File: src/rtl/core/prtt_pkg.sv
`default_nettype none

package prtt_pkg;

  // Command codes on the input
  localparam logic [1:0] CMD_SEND = 2'd0;
  localparam logic [1:0] CMD_RESP = 2'd1;
  localparam logic [1:0] CMD_TICK = 2'd2;

  // Result kinds
  localparam logic [1:0] KIND_STORED    = 2'd0;
  localparam logic [1:0] KIND_MATCHED   = 2'd1;
  localparam logic [1:0] KIND_UNMATCHED = 2'd2;
  localparam logic [1:0] KIND_TIMEOUT   = 2'd3;

  localparam int unsigned IdW   = 29;
  localparam int unsigned CorrW = 16;
  localparam int unsigned TickW = 16;

  localparam logic [TickW-1:0] TimeoutReset = 16'd100;

  // One table entry as held in the memory
  typedef struct packed {
    logic [IdW-1:0]   id;
    logic [CorrW-1:0] corr;
    logic [TickW-1:0] cnt;
  } entry_t;

  // Controller to datapath commands
  typedef struct packed {
    logic load;
    logic send;
    logic rd_shift;
    logic step_scan;
    logic wr_shift;
    logic fin_match;
    logic emit_unmatched;
    logic tick_upd;
    logic flush;
  } ctrl_t;

  // Datapath to controller status
  typedef struct packed {
    logic scan_done;
    logic hit;
    logic shift_done;
  } stat_t;

endpackage

`default_nettype wire

File: src/rtl/core/prtt_ctrl.sv
`default_nettype none

module prtt_ctrl (
  input  wire logic            clk_i,
  input  wire logic            rst_ni,
  input  wire logic            start,
  input  wire logic [1:0]      command_i,
  input  wire prtt_pkg::stat_t stat_i,
  output prtt_pkg::ctrl_t      ctrl_o,
  output logic                 busy
);
  import prtt_pkg::*;

  localparam logic [2:0] S_IDLE    = 3'd0;
  localparam logic [2:0] S_RSP_RD  = 3'd1;
  localparam logic [2:0] S_RSP_CMP = 3'd2;
  localparam logic [2:0] S_SHF_RD  = 3'd3;
  localparam logic [2:0] S_SHF_WR  = 3'd4;
  localparam logic [2:0] S_TCK_RD  = 3'd5;
  localparam logic [2:0] S_TCK_UPD = 3'd6;

  logic [2:0] state_q, state_d;

  // Sequence the scan, shift and tick walks
  always_comb begin
    state_d = state_q;
    ctrl_o  = '0;
    unique case (state_q)
      S_IDLE: begin
        if (start) begin
          ctrl_o.load = 1'b1;
          case (command_i)
            CMD_SEND: ctrl_o.send = 1'b1;
            CMD_RESP: state_d = S_RSP_RD;
            CMD_TICK: state_d = S_TCK_RD;
            default:  state_d = S_IDLE;
          endcase
        end
      end
      S_RSP_RD: begin
        if (stat_i.scan_done) begin
          ctrl_o.emit_unmatched = 1'b1;
          state_d = S_IDLE;
        end else begin
          state_d = S_RSP_CMP;
        end
      end
      S_RSP_CMP: begin
        if (stat_i.hit) begin
          state_d = S_SHF_RD;
        end else begin
          ctrl_o.step_scan = 1'b1;
          state_d = S_RSP_RD;
        end
      end
      S_SHF_RD: begin
        if (stat_i.shift_done) begin
          ctrl_o.fin_match = 1'b1;
          state_d = S_IDLE;
        end else begin
          ctrl_o.rd_shift = 1'b1;
          state_d = S_SHF_WR;
        end
      end
      S_SHF_WR: begin
        ctrl_o.wr_shift = 1'b1;
        state_d = S_SHF_RD;
      end
      S_TCK_RD: begin
        if (stat_i.scan_done) begin
          ctrl_o.flush = 1'b1;
          state_d = S_IDLE;
        end else begin
          state_d = S_TCK_UPD;
        end
      end
      S_TCK_UPD: begin
        ctrl_o.tick_upd  = 1'b1;
        ctrl_o.step_scan = 1'b1;
        state_d = S_TCK_RD;
      end
      default: state_d = S_IDLE;
    endcase
  end

  always_ff @(posedge clk_i or negedge rst_ni) begin
    if (!rst_ni) begin
      state_q <= S_IDLE;
    end else begin
      state_q <= state_d;
    end
  end

  assign busy = (state_q != S_IDLE);

endmodule

`default_nettype wire

File: config.mk
export PLATFORM = sky130hd
export DESIGN_NAME = prtt_ctrl
export DESIGN_NICKNAME = d
export VERILOG_FILES = /design/src/rtl/core/prtt_pkg.sv /design/src/rtl/core/prtt_ctrl.sv
export SDC_FILE = /design/constraint.sdc
export NUM_CORES = 1
export LEC_CHECK = 0
export ABC_AREA = 1
export ABC_CLOCK_PERIOD_IN_PS = 1100
export BUFFER_PORTS_ARGS = -buffer_cell sky130_fd_sc_hd__buf_2
export CAP_MARGIN = 20
export CORE_AREA = 2 2 39 41
export DETAILED_ROUTE_END_ITERATION = 10
export DIE_AREA = 0 0 41 43
export SETUP_SLACK_MARGIN = 0.05
export SLEW_MARGIN = 20
export SYNTH_ARGS = -nofsm -noshare
export SYNTH_HDL_FRONTEND = slang
export SYNTH_SLANG_ARGS = --single-unit
File: constraint.sdc
create_clock -name clk_i -period 1.1 [get_ports clk_i]
set_clock_uncertainty 0.2 [all_clocks]
set_input_delay 0.22 -clock clk_i [delete_from_list [all_inputs] [get_ports clk_i]]
set_output_delay 0.22 -clock clk_i [all_outputs]
set_load 0.05 [all_outputs]
==> flow_summary.json <==
{
  "status": "finished with violations",
  "failed_checks": "negative setup slack",
  "layout_worst_path_cycle_share": 1.57,
  "core_sq_um": 1380,
  "ys_seq_elements": 3,
  "place_inst": 89,
  "floorplan.die.width_um": 41,
  "start_util": 0.214,
  "clock-sinks": 3,
  "cpMaxStageDelayCell": "sky130_fd_sc_hd__dfrtp_1",
  "dpl-instance-area_sq_um": 583,
  "die-area_sq_um": 1760,
  "setup_total_negative_slack_ns": -6.78,
  "largest_reg_flops": 3,
  "drt-pass1-iter-count": 3,
  "area_delta_synth_final_pct": 152,
  "hold_violations": 0,
  "first_global_vias": 444,
  "vias": 423,
  "cp-end-kind": "output pin",
  "cap_viol_max_count": 0,
  "ant_nets": 0,
  "netlist.area_leader.share": 0.253,
  "grt-ovfl-total": 0,
  "yosys-top-cells-count": "sky130_fd_sc_hd__inv_1 (12), sky130_fd_sc_hd__nand2_1 (4), sky130_fd_sc_hd__nand3_1 (4), sky130_fd_sc_hd__nor2_1 (4), sky130_fd_sc_hd__nor3_1 (4)",
  "dp_hpwl_um": 763,
  "worst_setup_path_start_kind": "flop",
  "maximum_number_of_pins_on_one_net_before_global_route_repair": 8,
  "fin_util": 0.541,
  "wire_length_of_the_first_global_routing_pass_um": 1770,
  "routed_wl_um": 1160,
  "route.detailed.vias_per_inst": 4.41,
  "registers.top_by_ff_count": "state_q",
  "critical_path_buf_inv_count": 3,
  "grt_setup_unrepaired": "yes",
  "vdd.ir_drop.worst_uv": 1520,
  "cp_top_family": "buffers and inverters",
  "worst_skew_pair.late_latency_ns": 0.25,
  "wl_per_cell_um": 12.0,
  "cts.htree.levels": 1,
  "final_design_area_no_fill_sq_um": 748,
  "path_class": "flop to output pin",
  "numPortBuffers": 17,
  "dominantRegCellSynth": "sky130_fd_sc_hd__dfrtp_1",
  "yosysWarnings": 0,
  "finish.cell_count_without_fillers": 96,
  "synth-edff-count": 0,
  "seq_area_frac_synth": 0.253,
  "rows": 14,
  "synth_cells": 44,
  "drc": 0,
  "max_slew.worst_pin.slew_ns": 0.294,
  "crit_path_most_repeated_cell": "sky130_fd_sc_hd__buf_4",
  "chipHeight_um": 43,
  "cts_buffer_depth": 2,
  "clk_root_buffer_cell": "sky130_fd_sc_hd__clkbuf_4",
  "antenna_cells_inserted": 0,
  "nFillCells": 129,
  "min-delay-path-class": "input pin to asynchronous set/reset pin",
  "final_layout_size_suffix_gt1_frac": 0.725,
  "worst-path-max-fanout": 7,
  "biggestRegsByFlops": "state_q (3)",
  "floorplan.io_pins": 18,
  "whs_ns": 0.0889,
  "initial_drt_markers": 5,
  "leading_cell_type_by_number_of_instances_after_synthesis": "sky130_fd_sc_hd__inv_1",
  "clock.fmax_ghz": 0.580,
  "cpPeakStageDelay_ns": 0.38,
  "mappedNetlistNets": 54,
  "period_minus_slack_ns": 1.73,
  "tritoncts_clock_tree": "done",
  "post_synthesis_area_per_instance_sq_um": 6.74,
  "gpl.final_weighted_congestion": 0.700,
  "slew-limit-headroom": 0.803,
  "setup-violations-final": 13,
  "report.final.slew_viol_count": 0,
  "synth_async_sr_flop_share": 1.00,
  "cellPowerDensity_nw_per_um2": 2720,
  "power.static_leakage_nw": 0.360,
  "tritoncts.num_buffers": 3,
  "ys_top_cells_by_area": "sky130_fd_sc_hd__dfrtp_1 (25%), sky130_fd_sc_hd__inv_1 (15%), sky130_fd_sc_hd__ha_1 (8.4%), sky130_fd_sc_hd__nand3_1 (6.8%), sky130_fd_sc_hd__nor3_1 (6.8%)",
  "num-nets-final": 91,
  "clkTransAtPathRegs_ns": 0.04,
  "timing.critical_path.cells": "buf_4 -> nand3_1 -> clkinvlp_4 -> buf_4",
  "fin_ws_ns": -0.625,
  "ys_types": 15,
  "netlist.top_cell.by_area": "sky130_fd_sc_hd__dfrtp_1",
  "critPathRequiredTime_ns": 0.68,
  "grt_usage": 0.160,
  "syn_area_sq_um": 297,
  "arr_time_crit_path_ns": 1.31,
  "grt_antenna_before_repair": 0
}
==> logic make-up (layout without fill, tap and decap cells) <==
logic type | Yosys count | count (layout) | share of synthesized area
AO/OA/AOI/OAI | 2 | 2 | 0.0549
adder cells (fa/ha/maj) | 2 | 2 | 0.0844
buffers and inverters | 14 | 50 | 0.203
flip-flops | 3 | 3 | 0.253
AND/OR/NAND/NOR | 23 | 23 | 0.405
==> repair_timing <==
| item | 4_1_cts | 5_1_grt |
|---|---|---|
| buffers inserted | 1 | 1 |
| setup endpoints to repair | 13 | 13 |
| hold buffers | 1 | 0 |
| endpoints found under the hold margin | 3 | 0 |
| gates resized for setup | 29 | 4 |
| pin swaps | 5 | 2 |
==> metal layers <==
metal	up-vias	track usage	routed length, um
li1	209	-	-
met1	194	0.151	401
met2	14	0.256	665
met3	6	0.0157	40
met4	0	0.180	47
met5	-	0	0
==> report_power, final <==
group,switching [mW],total (mW),leakage (nW),internal (mW)
registers,0.113,0.278,0.0364,0.164
clock network,0.0767,0.214,0.0150,0.137
logic,0.879,1.55,0.309,0.666
==> area by class of cell <==
type	instances	area, sq um	share of cell area
Inverter	12	62.6	0.0836
Sequential cell	3	77.6	0.104
Multi-Input combinational cell	27	262	0.349
Clock buffer	4	26.3	0.0351
Tap cell	16	20.0	0.0268
Timing Repair Buffer	34	300	0.401
==> final timing paths <==
path                             from  depth (start not counted)  slack, ns         end
hold / removal                 rst_ni                          2       0.09  state_q[1]
setup reg to reg           state_q[1]                          5      -0.30  state_q[2]
min in group clk_i          stat_i[1]                          3       0.11  state_q[1]
hold reg to reg            state_q[0]                          1       0.38  state_q[0]
setup / recovery           state_q[2]                          4      -0.63   ctrl_o[1]
max in group asynchronous      rst_ni                          2       0.49  state_q[0]
==> layout by cell type (no fill, tap or decap), types with 2 or more instances in the layout <==
cell type / Yosys / final
sky130_fd_sc_hd__buf_2: 0 / 7
sky130_fd_sc_hd__buf_4: 2 / 12
sky130_fd_sc_hd__buf_6: 0 / 12
sky130_fd_sc_hd__buf_8: 0 / 2
sky130_fd_sc_hd__clkbuf_4: 0 / 3
sky130_fd_sc_hd__clkinvlp_4: 0 / 4
sky130_fd_sc_hd__dfrtp_2: 0 / 2
sky130_fd_sc_hd__ha_1: 2 / 2
sky130_fd_sc_hd__inv_1: 12 / 7
sky130_fd_sc_hd__nand2_1: 4 / 2
sky130_fd_sc_hd__nand2_2: 2 / 2
sky130_fd_sc_hd__nand2_4: 0 / 2
sky130_fd_sc_hd__nand3_1: 4 / 3
sky130_fd_sc_hd__nand4_1: 2 / 2
sky130_fd_sc_hd__nor2_1: 4 / 2
sky130_fd_sc_hd__nor2_4: 0 / 2
sky130_fd_sc_hd__nor3_2: 0 / 2
sky130_fd_sc_hd__nor4_4: 0 / 2
==> stage by stage <==
stage	total power [mW]	worst slack, ns
2_1_floorplan	1.13	-0.620
3_5_place_dp	1.46	-0.535
3_3_place_gp	1.44	-0.501
6_report	2.04	-0.625
5_1_grt	2.14	-0.669
4_1_cts	1.99	-0.616
No activity file was read; power rests on OpenSTA's default activity.
